===== config.mk =====
export PLATFORM = sky130hd
export DESIGN_NAME = radix_number_literal_parser
export DESIGN_NICKNAME = d
export VERILOG_FILES = /design/src/rnlp_pkg.sv /design/src/radix_number_literal_parser.sv /design/src/rnlp_step.sv
export SDC_FILE = /design/constraint.sdc
export NUM_CORES = 1
export LEC_CHECK = 0
export BUFFER_PORTS_ARGS = -buffer_cell sky130_fd_sc_hd__clkbuf_2
export CORE_ASPECT_RATIO = 1.75
export CORE_MARGIN = 4
export CORE_UTILIZATION = 67
export CTS_CLUSTER_DIAMETER = 80
export DETAILED_ROUTE_END_ITERATION = 10
export PLACE_DENSITY = 0.87
export SKIP_LAST_GASP = 1
export SYNTH_ARGS = -nofsm -noshare
export SYNTH_HDL_FRONTEND = slang
export SYNTH_SLANG_ARGS = --single-unit

===== constraint.sdc =====
create_clock -name clk_i -period 7.8 [get_ports clk_i]
set_input_delay 2.34 -clock clk_i [delete_from_list [all_inputs] [get_ports clk_i]]
set_output_delay 2.34 -clock clk_i [all_outputs]
set_load 0.01 [all_outputs]

===== src/rnlp_pkg.sv =====
`timescale 1ns / 1ps
// ----------------------------------------------------------------------------
// rnlp_pkg
// Shared types, character codes and helper functions for the radix number
// literal parser.
// ----------------------------------------------------------------------------
package rnlp_pkg;

  // Parser phase
  typedef enum logic [1:0] {
    PH_IDLE   = 2'd0,  // skipping blanks, sign allowed
    PH_SIGNED = 2'd1,  // sign seen, prefix or first digit due
    PH_FIRST  = 2'd2,  // prefix seen, first digit due
    PH_DIGITS = 2'd3   // collecting further digits
  } rnlp_phase_e;

  // Radix selection
  typedef enum logic [1:0] {
    RADIX_DEC = 2'd0,
    RADIX_BIN = 2'd1,
    RADIX_HEX = 2'd2
  } rnlp_radix_e;

  // Result status codes
  typedef enum logic [1:0] {
    ST_OK        = 2'd0,
    ST_BAD_FIRST = 2'd1,
    ST_TOO_MANY  = 2'd2,
    ST_RANGE     = 2'd3
  } rnlp_status_e;

  // Configuration register indexes
  typedef enum logic {
    CFG_MIN = 1'b0,
    CFG_MAX = 1'b1
  } rnlp_cfg_e;

  localparam int unsigned ValueWidth  = 32;
  localparam int unsigned LeftWidth   = 5;
  localparam int unsigned DigitWidth  = 5;

  localparam logic [ValueWidth-1:0] MinReset = 32'hFFFF_D8F0;  // -10000
  localparam logic [ValueWidth-1:0] MaxReset = 32'h0000_2710;  //  10000

  // Digits still allowed after the first one
  localparam logic [LeftWidth-1:0] ExtraDec = 5'd9;
  localparam logic [LeftWidth-1:0] ExtraBin = 5'd31;
  localparam logic [LeftWidth-1:0] ExtraHex = 5'd7;

  localparam logic [DigitWidth-1:0] NoDigit = 5'd16;

  // Character codes
  localparam logic [7:0] ChSpace = 8'h20;
  localparam logic [7:0] ChTab   = 8'h09;
  localparam logic [7:0] ChMinus = 8'h2D;
  localparam logic [7:0] ChPlus  = 8'h2B;
  localparam logic [7:0] ChLowB  = 8'h62;
  localparam logic [7:0] ChUpB   = 8'h42;
  localparam logic [7:0] ChDollar = 8'h24;
  localparam logic [7:0] ChUscore = 8'h5F;
  localparam logic [7:0] ChZero  = 8'h30;
  localparam logic [7:0] ChNine  = 8'h39;
  localparam logic [7:0] ChUpA   = 8'h41;
  localparam logic [7:0] ChUpF   = 8'h46;
  localparam logic [7:0] ChLowA  = 8'h61;
  localparam logic [7:0] ChLowF  = 8'h66;

  // Literal state carried between characters
  typedef struct packed {
    rnlp_phase_e                phase;
    logic                       negative;
    rnlp_radix_e                radix;
    logic [LeftWidth-1:0]       digits_left;
    logic [ValueWidth-1:0]      acc;
  } rnlp_state_t;

  localparam rnlp_state_t StateReset = '{
    phase:       PH_IDLE,
    negative:    1'b0,
    radix:       RADIX_DEC,
    digits_left: '0,
    acc:         '0
  };

  // One finished literal
  typedef struct packed {
    logic                  emit;
    logic [ValueWidth-1:0] value;
    rnlp_status_e          status;
  } rnlp_result_t;

  // Digit value of a character, NoDigit if none
  function automatic logic [DigitWidth-1:0] digit_of(input logic [7:0] c);
    logic [7:0] t;
    t = 8'd0;
    if (c >= ChZero && c <= ChNine) begin
      t = c - ChZero;
    end else if (c >= ChUpA && c <= ChUpF) begin
      t = c - ChUpA + 8'd10;
    end else if (c >= ChLowA && c <= ChLowF) begin
      t = c - ChLowA + 8'd10;
    end else begin
      t = {3'b000, NoDigit};
    end
    return t[DigitWidth-1:0];
  endfunction

  // True if the digit is valid in the radix
  function automatic logic digit_ok(input logic [DigitWidth-1:0] d,
                                    input rnlp_radix_e r);
    logic ok;
    unique case (r)
      RADIX_BIN: ok = (d < 5'd2);
      RADIX_HEX: ok = (d < 5'd16);
      RADIX_DEC: ok = (d < 5'd10);
      default:   ok = (d < 5'd10);
    endcase
    return ok;
  endfunction

  // Digit budget that follows the first digit
  function automatic logic [LeftWidth-1:0] extra_of(input rnlp_radix_e r);
    logic [LeftWidth-1:0] e;
    unique case (r)
      RADIX_BIN: e = ExtraBin;
      RADIX_HEX: e = ExtraHex;
      RADIX_DEC: e = ExtraDec;
      default:   e = ExtraDec;
    endcase
    return e;
  endfunction

endpackage


===== src/radix_number_literal_parser.sv =====
`timescale 1ns / 1ps
// A character accepted is held in the input register and decoded from it once the
// result register can take a beat; a result it causes is held in the result register.
// Throughput: one character per cycle, limited only by output stall.
// Reset (rst_ni low, asynchronous) empties both registers, returns the
// parser to idle and loads min/max with -10000 and 10000.
// ----------------------------------------------------------------------------
// radix_number_literal_parser
// Streaming ASCII integer literal parser with binary/hex prefixes, underscore
// separators, digit budget and a configurable signed range check.
// ----------------------------------------------------------------------------
module radix_number_literal_parser
  import rnlp_pkg::*;
(
  input  logic                  clk_i,
  input  logic                  rst_ni,
  // character input channel
  input  logic                  in_valid_i,
  output logic                  in_stall_o,
  input  logic [7:0]            ch_i,
  // result output channel
  output logic                  out_valid_o,
  input  logic                  out_stall_i,
  output logic signed [31:0]    value_o,
  output logic [1:0]            status_o,
  // configuration write channel
  input  logic                  cfg_valid_i,
  output logic                  cfg_ready_o,
  input  logic                  cfg_index_i,
  input  logic signed [31:0]    cfg_data_i
);

  logic                  in_valid_q;
  logic [7:0]            ch_q;
  rnlp_state_t           state_q, state_d;
  rnlp_result_t          step_res;
  logic [ValueWidth-1:0] min_q, max_q;
  logic                  out_valid_q, out_valid_d;
  logic [ValueWidth-1:0] value_q;
  rnlp_status_e          status_q;
  logic                  step_fire;
  logic                  in_take;

  // A buffered character is decoded when the result register can take a beat
  assign step_fire  = in_valid_q && (!out_valid_q || !out_stall_i);
  assign in_stall_o = in_valid_q && !step_fire;
  assign in_take    = in_valid_i && !in_stall_o;
  assign cfg_ready_o = 1'b1;

  // Configuration registers
  always_ff @(posedge clk_i or negedge rst_ni) begin
    if (!rst_ni) begin
      min_q <= MinReset;
      max_q <= MaxReset;
    end else if (cfg_valid_i && cfg_ready_o) begin
      unique case (rnlp_cfg_e'(cfg_index_i))
        CFG_MIN: min_q <= cfg_data_i;
        CFG_MAX: max_q <= cfg_data_i;
      endcase
    end
  end

  // Input register
  always_ff @(posedge clk_i or negedge rst_ni) begin
    if (!rst_ni) begin
      in_valid_q <= 1'b0;
    end else if (in_take) begin
      in_valid_q <= 1'b1;
    end else if (step_fire) begin
      in_valid_q <= 1'b0;
    end
  end

  always_ff @(posedge clk_i) begin
    if (in_take) begin
      ch_q <= ch_i;
    end
  end

  // Per-character decode
  rnlp_step u_step (
    .state_i  (state_q),
    .ch_i     (ch_q),
    .min_i    (min_q),
    .max_i    (max_q),
    .state_o  (state_d),
    .result_o (step_res)
  );

  // Parser state
  always_ff @(posedge clk_i or negedge rst_ni) begin
    if (!rst_ni) begin
      state_q <= StateReset;
    end else if (step_fire) begin
      state_q <= state_d;
    end
  end

  // Result register
  always_comb begin
    out_valid_d = out_valid_q && out_stall_i;
    if (step_fire && step_res.emit) begin
      out_valid_d = 1'b1;
    end
  end

  always_ff @(posedge clk_i or negedge rst_ni) begin
    if (!rst_ni) begin
      out_valid_q <= 1'b0;
    end else begin
      out_valid_q <= out_valid_d;
    end
  end

  always_ff @(posedge clk_i) begin
    if (step_fire && step_res.emit) begin
      value_q  <= step_res.value;
      status_q <= step_res.status;
    end
  end

  assign out_valid_o = out_valid_q;
  assign value_o     = value_q;
  assign status_o    = status_q;

`ifndef SYNTHESIS
  // A stalled input means a buffered character is waiting
  a_stall_has_item: assert property (@(posedge clk_i) disable iff (!rst_ni)
    in_stall_o |-> in_valid_q)
    else $error("input stalled with empty input register");

  // A result always returns the parser to idle
  a_emit_clears: assert property (@(posedge clk_i) disable iff (!rst_ni)
    (step_fire && step_res.emit) |=> (state_q.phase == PH_IDLE && state_q.acc == '0))
    else $error("parser not idle after a result");

  // An ok beat lies inside the configured range
  a_ok_in_range: assert property (@(posedge clk_i) disable iff (!rst_ni)
    (out_valid_q && status_q == ST_OK)
      |-> ($signed(value_q) >= $signed(min_q) && $signed(value_q) <= $signed(max_q)))
    else $error("ok result outside range");

  // A bad first digit carries value zero
  a_bad_zero: assert property (@(posedge clk_i) disable iff (!rst_ni)
    (out_valid_q && status_q == ST_BAD_FIRST) |-> (value_q == '0))
    else $error("bad-first result with nonzero value");

  // Hex budget never exceeds seven further digits
  a_hex_budget: assert property (@(posedge clk_i) disable iff (!rst_ni)
    (state_q.radix == RADIX_HEX) |-> (state_q.digits_left <= ExtraHex))
    else $error("hex digit budget overrun");
`endif

endmodule


===== src/rnlp_step.sv =====
`timescale 1ns / 1ps
// ----------------------------------------------------------------------------
// rnlp_step
// Combinational next-state and result logic for one character: sign and
// prefix decode, shift-add digit accumulation and range check.
// ----------------------------------------------------------------------------
module rnlp_step
  import rnlp_pkg::*;
(
  input  rnlp_state_t           state_i,
  input  logic [7:0]            ch_i,
  input  logic [ValueWidth-1:0] min_i,
  input  logic [ValueWidth-1:0] max_i,
  output rnlp_state_t           state_o,
  output rnlp_result_t          result_o
);

  logic [DigitWidth-1:0] dig;
  logic                  dig_ok;
  logic                  blank;
  logic                  is_sign;
  logic [ValueWidth-1:0] acc_next;
  logic [ValueWidth-1:0] signed_val;
  logic                  out_of_range;

  assign dig     = digit_of(ch_i);
  assign dig_ok  = digit_ok(dig, state_i.radix);
  assign blank   = (ch_i == ChSpace) || (ch_i == ChTab);
  assign is_sign = (ch_i == ChMinus) || (ch_i == ChPlus);

  // acc * radix + digit, as shifts and adds (two adds for decimal)
  always_comb begin
    unique case (state_i.radix)
      RADIX_BIN: acc_next = {state_i.acc[ValueWidth-2:0], 1'b0};
      RADIX_HEX: acc_next = {state_i.acc[ValueWidth-5:0], 4'b0000};
      RADIX_DEC: acc_next = {state_i.acc[ValueWidth-4:0], 3'b000}
                          + {state_i.acc[ValueWidth-2:0], 1'b0};
      default:   acc_next = {state_i.acc[ValueWidth-4:0], 3'b000}
                          + {state_i.acc[ValueWidth-2:0], 1'b0};
    endcase
    acc_next = acc_next + {{(ValueWidth-DigitWidth){1'b0}}, dig};
  end

  // Signed value and range check of the current literal
  assign signed_val   = state_i.negative ? (~state_i.acc + 32'd1) : state_i.acc;
  assign out_of_range = ($signed(signed_val) < $signed(min_i))
                     || ($signed(max_i) < $signed(signed_val));

  // Next state and result
  always_comb begin
    state_o         = state_i;
    result_o.emit   = 1'b0;
    result_o.value  = '0;
    result_o.status = ST_OK;

    unique case (state_i.phase)
      PH_IDLE, PH_SIGNED: begin
        if (state_i.phase == PH_IDLE && blank) begin
          // leading blank, skip
        end else if (state_i.phase == PH_IDLE && is_sign) begin
          state_o.negative = (ch_i == ChMinus);
          state_o.phase    = PH_SIGNED;
        end else if (ch_i == ChLowB || ch_i == ChUpB) begin
          state_o.radix = RADIX_BIN;
          state_o.phase = PH_FIRST;
        end else if (ch_i == ChDollar) begin
          state_o.radix = RADIX_HEX;
          state_o.phase = PH_FIRST;
        end else if (dig < 5'd10) begin
          state_o.radix       = RADIX_DEC;
          state_o.acc         = {{(ValueWidth-DigitWidth){1'b0}}, dig};
          state_o.digits_left = ExtraDec;
          state_o.phase       = PH_DIGITS;
        end else begin
          result_o.emit   = 1'b1;
          result_o.status = ST_BAD_FIRST;
        end
      end
      PH_FIRST: begin
        if (dig_ok) begin
          state_o.acc         = {{(ValueWidth-DigitWidth){1'b0}}, dig};
          state_o.digits_left = extra_of(state_i.radix);
          state_o.phase       = PH_DIGITS;
        end else begin
          result_o.emit   = 1'b1;
          result_o.status = ST_BAD_FIRST;
        end
      end
      PH_DIGITS: begin
        if (state_i.digits_left != '0 && ch_i == ChUscore) begin
          // separator, ignored
        end else if (state_i.digits_left != '0 && dig_ok) begin
          state_o.acc         = acc_next;
          state_o.digits_left = state_i.digits_left - 5'd1;
        end else begin
          result_o.emit  = 1'b1;
          result_o.value = signed_val;
          if (dig_ok) begin
            result_o.status = ST_TOO_MANY;
          end else if (out_of_range) begin
            result_o.status = ST_RANGE;
          end else begin
            result_o.status = ST_OK;
          end
        end
      end
    endcase

    // every result starts a fresh literal
    if (result_o.emit) begin
      state_o = StateReset;
    end
  end

endmodule

==> results of run 1 <==
-- Yosys cell counts, drive strengths merged, types with 5 or more instances --
cell and number:
a211o 5, a211oi 9, a21o 36, a21oi 72, a221o 5, a221oi 18, a22oi 8, a31oi 10
and2 5, buf 20, clkbuf 43, dfrtp 79, dfstp 29, edfxtp 42, ha 104, inv 90
mux2 36, mux2i 5, nand2 131, nand2b 19, nand3 17, nand4 21, nor2 86, nor2b 15
nor3 22, nor3b 5, nor4 8, o21a 10, o21ai 104, o31ai 21, o41ai 5, or2 5
or4 8, xnor2 32, xor2 38
-- report_power, final --
group	switching [mW]	internal, mW	total [mW]	leakage, nW
Combinational	0.217	0.142	0.359	3.67
Sequential	0.0489	0.907	0.956	1.74
Clock	0.322	0.524	0.846	0.289
Total	0.588	1.57	2.16	5.70
-- metrics by stage --
stage                      util  area (um^2)  total power, mW  hold WS (ns)  instances
final                     0.751        12300             2.16         0.500       1520
after CTS                 0.751        12300             2.16         0.506       1520
after global placement    0.714        11700             1.30         0.475       1488
after floorplan               -        11200             1.19         0.470       1237
after global routing      0.751        12300             2.25         0.522       1520
after detailed placement  0.714        11700             1.31         0.492       1488
-- placed cells by master, fill, tap and decap left out, drive strengths merged, types with 9 or more instances in the layout --
cell type,Yosys,layout
inv,90,90
o21ai,104,104
xor2,38,38
nor2b,15,15
a221oi,18,18
ha,104,104
mux2,36,36
edfxtp,42,42
a21o,36,36
buf,20,10
a21oi,72,72
dfrtp,79,79
nand3,17,17
nor2,86,86
a31oi,10,10
nand2,131,131
dfstp,29,29
a211oi,9,9
nand4,21,21
nor3,22,22
clkbuf,43,102
o21a,10,10
o31ai,21,21
nand2b,19,19
xnor2,32,32
-- per-layer routing --
metal | wire length [um] | global-route usage | share of wire | vias up
met5 | 0 | 0 | 0 | -
met4 | 1630 | 0.197 | 0.055 | 0
met3 | 1550 | 0.0473 | 0.052 | 139
met2 | 16000 | 0.605 | 0.54 | 439
met1 | 10400 | 0.329 | 0.35 | 4774
li1 | - | - | - | 4568
-- worst min path at each step --
| stage | start | endpoint | slack (ns) | cells after the start |
|---|---|---|---|---|
| after global placement | state_q[39]$_DFFE_PN0P_ | state_q[39]$_DFFE_PN0P_ | 0.47 | 1 |
| after detailed placement | state_q[39]$_DFFE_PN0P_ | state_q[39]$_DFFE_PN0P_ | 0.49 | 1 |
| after global routing | max_q[3]$_DFFE_PN0P_ | max_q[3]$_DFFE_PN0P_ | 0.52 | 1 |
| final | state_q[39]$_DFFE_PN0P_ | state_q[39]$_DFFE_PN0P_ | 0.50 | 1 |
| after CTS | state_q[39]$_DFFE_PN0P_ | state_q[39]$_DFFE_PN0P_ | 0.51 | 1 |
| after floorplan | max_q[0]$_DFFE_PN0P_ | max_q[0]$_DFFE_PN0P_ | 0.47 | 1 |
-- registers in the layout, indices dropped and copies added, names as in the netlist --
signal / count
value_o: 32
out_valid_o: 1
status_o: 2
state_q: 42
in_valid_q: 1
max_q: 32
ch_q: 8
min_q: 32
-- kinds of logic (layout without fill, tap and decap cells) --
family,count (synthesis),count (layout),share of synthesized area
AO/OA/AOI/OAI,347,347,0.212
XOR/XNOR,70,70,0.0552
adder cells (fa/ha/maj),106,106,0.119
buffers and inverters,153,212,0.0534
flip-flops,150,150,0.356
multiplexers,41,41,0.0405
other,1,1,0.000333
AND/OR/NAND/NOR,369,369,0.164
-- layout make-up --
cell class / instances / area (um^2) / share of cell area
Sequential cell: 150 / 4000 / 0.324
Multi-Input combinational cell: 934 / 6650 / 0.539
Timing Repair Buffer: 90 / 475 / 0.0385
Inverter: 90 / 338 / 0.0274
Tap cell: 224 / 280 / 0.0227
Clock buffer: 22 / 474 / 0.0384
Clock inverter: 10 / 126 / 0.0102
==> results.json, run 1 <==
{
  "cts_resized": 0,
  "synth_flop_cell": "dfrtp_1",
  "dpl.hpwl_um": 20800,
  "final.setup_skew_ns": 0.00995,
  "period_share": 0.674,
  "worst_slew_pin_slew_ns": 1.15,
  "drtIter0Drc": 910,
  "synth.distinct_cells": 92,
  "synthToLayoutAreaGrowth_pct": 9.81,
  "n_fill_cell": 1132,
  "path_class": "reg2reg",
  "cts_tree": "done",
  "nets": 1435,
  "vdd_drop_max_v": 0.000183,
  "worst_slack_ns": 2.55,
  "die_h_um": 179,
  "synth_area_leaders": "dfrtp_1, ha_1, edfxtp_1",
  "slowest_stage": "or4_1",
  "p_leak_nw": 5.70,
  "die_area_um2": 19000,
  "grt_pass1_vias": 10083,
  "grt_pass1_wl_um": 48400,
  "power_density_nw_per_um2": 175,
  "setup_viol": 0,
  "drt-wirelength-per-cell_um": 19.5,
  "vias": 9920,
  "finalCriticalPeriod_ns": 5.25,
  "synth_fp_nets": 1389,
  "synth_edf_count": 42,
  "yosys.area.top_type": "dfrtp_1",
  "final_antenna_net_count": 0,
  "outcome": "completed",
  "cp-end-kind": "register",
  "crit_path_start": "state_q[3]$_DFFE_PN0P_",
  "synth_area_um2": 11200,
  "hold_class": "reg2reg",
  "finalHoldViolations": 0,
  "regToRegSetupSlack_ns": 2.55,
  "drc": 0,
  "worstPathMaxFanout": 11,
  "wl_um": 29600,
  "worstRegToRegCells": 21,
  "first_pass_iters": 6,
  "ys_seq_area_frac": 0.356,
  "synthArstFlopShare": 0.720,
  "yosysWarnings": 0,
  "netlist_instances": 1237,
  "die_x_um": 106,
  "clockBufferDepth": 2,
  "core.rowCount": 62,
  "r2r_start": "state_q[3]$_DFFE_PN0P_",
  "path_clk_slew_ns": 0.06,
  "setup_tns_ns": 0,
  "synth_seq_cells": 150,
  "clk_latency_ns": 0.43,
  "worst-path-buf-inv": 1,
  "cts_buffers": 17,
  "hold_buffers": 0,
  "gr-total-overflow": 0,
  "clock-sinks": 150,
  "r2r-end": "status_o[1]$_DFFE_PP_",
  "final_layout_size_suffix_gt1_frac": 0.171,
  "core_um2": 16400,
  "htree_levels": 4,
  "root_buffer": "clkbuf_16",
  "viasPerCell": 6.53,
  "start_util": 0.684,
  "antenna_found_initial": 0,
  "crit_required_ns": 7.99,
  "crit_chain": "nor3_2 > nand2b_1 > nor3_1 > nand2_1 > or4_1 > or2_1 > or3_1 > nand2b_4 > o21ai_1 > xor2_1 > inv_1 > ha_1 > nand4_1 > nor2_1 > and3_1 > nand3_1 > o221ai_1 > a31oi_1 > mux2_2 > o211ai_1 > o21ba_2",
  "crit_end": "status_o[1]$_DFFE_PP_",
  "crit_cells": 21,
  "synth.top_cell.area_share": 0.176,
  "io_pins": 83,
  "cap_viol_max_count": 0,
  "n_antenna_cell": 0,
  "dp_slack_ns": 2.71,
  "post_cts_buffers": 0,
  "clock.fmax_ghz": 0.190,
  "worst_setup_path_start_kind": "register",
  "drv_slew": 0,
  "port_buffers": 81,
  "gp_congestion": 0.949,
  "worst_ep_arrival_time_ns": 5.45,
  "max_stage_delay_ns": 0.53,
  "rsz0062_at_grt": "no",
  "avgSynthCellArea_um2": 9.09,
  "grtUsageTotal": 0.320,
  "critPathTopFamily": "simple AND/OR/NAND/NOR gates",
  "relSlewSlack": 0.233,
  "grt_max_degree": 74
}
Note: power is estimated with default switching activity, not from simulation.
==> run 2: changes to the inputs <==
--- a/config.mk
+++ b/config.mk
@@ -5,13 +5,14 @@
 export SDC_FILE = /design/constraint.sdc
 export NUM_CORES = 1
 export LEC_CHECK = 0
+export ABC_AREA = 1
 export BUFFER_PORTS_ARGS = -buffer_cell sky130_fd_sc_hd__clkbuf_2
 export CORE_ASPECT_RATIO = 1.75
 export CORE_MARGIN = 4
-export CORE_UTILIZATION = 67
+export CORE_UTILIZATION = 62
 export CTS_CLUSTER_DIAMETER = 80
 export DETAILED_ROUTE_END_ITERATION = 10
-export PLACE_DENSITY = 0.87
+export PLACE_DENSITY = 0.81
 export SKIP_LAST_GASP = 1
 export SYNTH_ARGS = -nofsm -noshare
 export SYNTH_HDL_FRONTEND = slang
==> constraint.sdc (replaced) <==
create_clock -name clk_i -period 5.09 [get_ports clk_i]
set_input_delay 1.527 -clock clk_i [delete_from_list [all_inputs] [get_ports clk_i]]
set_output_delay 1.527 -clock clk_i [all_outputs]
set_load 0.01 [all_outputs]
==> results.json, run 2 <==
{
  "p_clk_frac": 0.231,
  "path_class": "reg2reg",
  "layout_commonest_cell": "nand2_1",
  "crit_required_ns": 5.27,
  "final_cell_mix": "nand2_1, inv_1, nor2_1",
  "cp-end-kind": "register",
  "drt-wirelength-per-cell_um": 18.4,
  "clk_latency_ns": 0.44,
  "synth.distinct_cells": 55,
  "final_layout_size_suffix_gt1_frac": 0.119,
  "combPwrFrac": 0.446,
  "cts_buffers": 17,
  "grtUsageTotal": 0.345,
  "p_switching_mw": 2.32,
  "core_um2": 19300,
  "drtIter0Drc": 1157,
  "drv_slew": 0,
  "synthArstFlopShare": 0.720,
  "hold_class": "reg2reg",
  "viasPerCell": 5.86,
  "top_register": "state_q",
  "worst_setup_path_start_kind": "register",
  "die_area_um2": 22100,
  "clockBufferDepth": 2,
  "final_antenna_net_count": 0,
  "power_density_nw_per_um2": 392,
  "setup_tns_ns": 0,
  "gr-total-overflow": 0,
  "clock.fmax_ghz": 0.233,
  "synth_area_leaders": "dfrtp_1, nand2_1, ha_1",
  "synth_seq_cells": 150,
  "port_buffers": 81,
  "power_frac_seq": 0.323,
  "gp_congestion": 0.998,
  "largest_reg_flops": 42,
  "grt_pass1_wl_um": 60000,
  "worst_slew_pin_slew_ns": 1.11,
  "yosysWarnings": 0,
  "grt_max_degree": 65,
  "synth_fp_nets": 1898,
  "synth.top_cell.area_share": 0.162,
  "drc": 0,
  "yosys.area.top_type": "dfrtp_1",
  "ys_seq_area_frac": 0.327,
  "cap_viol_max_count": 0,
  "p_leak_nw": 6.85,
  "finalCriticalPeriod_ns": 4.29,
  "cts_resized": 0,
  "post_cts_buffers": 0,
  "period_share": 0.843,
  "antenna_found_initial": 0,
  "yosysMostFrequentCell": "nand2_1",
  "fin_util": 0.693,
  "htree_levels": 4,
  "hold_buffers": 0,
  "synth_flop_cell": "dfrtp_1",
  "synth_edf_count": 42,
  "grt_pass1_vias": 11880,
  "synth_area_um2": 12200,
  "worst_ep_arrival_time_ns": 4.47,
  "avgSynthCellArea_um2": 7.01,
  "intPower_mw": 2.92,
  "first_pass_iters": 6,
  "setup_viol": 0,
  "worstPathMaxFanout": 8,
  "netlist_instances": 1746,
  "sw_frac_of_total": 0.444,
  "finalHoldViolations": 0,
  "final.setup_skew_ns": 0.0135,
  "synthToLayoutAreaGrowth_pct": 9.23,
  "dpl.hpwl_um": 29700,
  "wl_um": 38000,
  "vdd_drop_max_v": 0.000298,
  "io_pins": 83,
  "die_x_um": 114,
  "rsz0062_at_grt": "no",
  "outcome": "completed",
  "start_util": 0.635,
  "dp_slack_ns": 0.848,
  "vias": 12110,
  "relSlewSlack": 0.256,
  "die_h_um": 194,
  "path_clk_slew_ns": 0.07,
  "ys_top_cells_by_count": "nand2_1, inv_1, nor2_1, nand3_1, ha_1",
  "core.rowCount": 67,
  "n_antenna_cell": 0,
  "clock-sinks": 150,
  "cts_tree": "done",
  "root_buffer": "clkbuf_16",
  "worst_slack_ns": 0.800,
  "nets": 1966
}
==> run 2: cell types whose count changed in the layout (fill, tap and decap cells not counted), sizes merged, moves of 27 or more <==
cell   change
a21o      -36
inv      +229
mux2      -36
nand2    +359
nand3    +109
nor2      +67
xnor2     -27
==> run 2: final cells by class <==
| type | instances | area [um^2] |
|---|---|---|
| sequential | 150 | 4000 |
| fill | 1695 | 5910 |
| clock buffer | 21 | 450 |
| multi-input combinational | 1238 | 6860 |
| clock inverter | 11 | 103 |
| tap | 241 | 302 |
| timing repair buffer | 87 | 453 |
| inverter | 320 | 1200 |
==> run 2: critical path, stage by stage (launching register included) <==
cell,delay (ns)
dfrtp_1,0.38
clkinv_1,0.19
ha_1,0.18
inv_1,0.05
nor3_1,0.19
nand3_1,0.14
nor3_2,0.19
nand4_1,0.22
inv_1,0.11
nand2_1,0.10
nand2_1,0.11
nand2_1,0.11
a21oi_2,0.17
o21a_1,0.15
xor2_1,0.26
inv_1,0.07
ha_1,0.29
nand4_1,0.12
nor3_1,0.20
nor4b_1,0.27
nand2_1,0.11
nand2_1,0.06
nand2_1,0.04
nand2_1,0.11
nand2_1,0.08
nand2_1,0.06
nand3_1,0.07
==> run 2: worst paths after layout <==
check,start,endpoint,slack [ns],cells after the start
worst min-delay path,min_q[7]$_DFFE_PN1P_,min_q[7]$_DFFE_PN1P_,0.49,2
worst min register to register,min_q[7]$_DFFE_PN1P_,min_q[7]$_DFFE_PN1P_,0.49,2
worst max register to register,state_q[0]$_DFFE_PN0P_,status_o[0]$_DFFE_PP_,0.80,26
max in group asynchronous,rst_ni,min_q[17]$_DFFE_PN1P_,3.02,2
worst max-delay path,state_q[0]$_DFFE_PN0P_,status_o[0]$_DFFE_PP_,0.80,26
min in group asynchronous,rst_ni,in_valid_q$_DFFE_PN0P_,1.13,1
==> run 2: metrics by stage <==
stage | total power, mW | hold WS [ns] | instances | area [um^2]
2_1_floorplan | 3.27 | 0.448 | 1746 | 12200
3_3_place_gp | 3.92 | 0.471 | 2036 | 12800
3_5_place_dp | 3.98 | 0.483 | 2036 | 12800
4_1_cts | 5.20 | 0.496 | 2068 | 13400
5_1_grt | 5.56 | 0.511 | 2068 | 13400
6_report | 5.24 | 0.490 | 2068 | 13400
==> run 2: logic make-up after synthesis <==
family | count (synthesis) | share of synthesized area
and+or+nand+nor | 848 | 0.303
buffers and inverters | 358 | 0.114
AOI/OAI and AO/OA | 237 | 0.114
DFF | 150 | 0.327
adders and majority gates | 106 | 0.110
xor gates and xnor gates | 46 | 0.0329
other | 1 | 0.000306
==> run 2: power groups by stage <==
| stage | Clock, mW | Combinational [mW] | Sequential [mW] |
|---|---|---|---|
| after floorplan | 0 | 1.56 | 1.71 |
| after global placement | 0 | 2.22 | 1.70 |
| after detailed placement | 0 | 2.28 | 1.71 |
| after CTS | 1.21 | 2.30 | 1.69 |
| after global routing | 1.27 | 2.58 | 1.71 |
| final | 1.21 | 2.34 | 1.69 |
==> run 2: metal layers <==
metal,GRT usage,share of wire
met1,0.375,0.35
met2,0.599,0.51
met3,0.0490,0.056
met4,0.251,0.086
met5,0,0
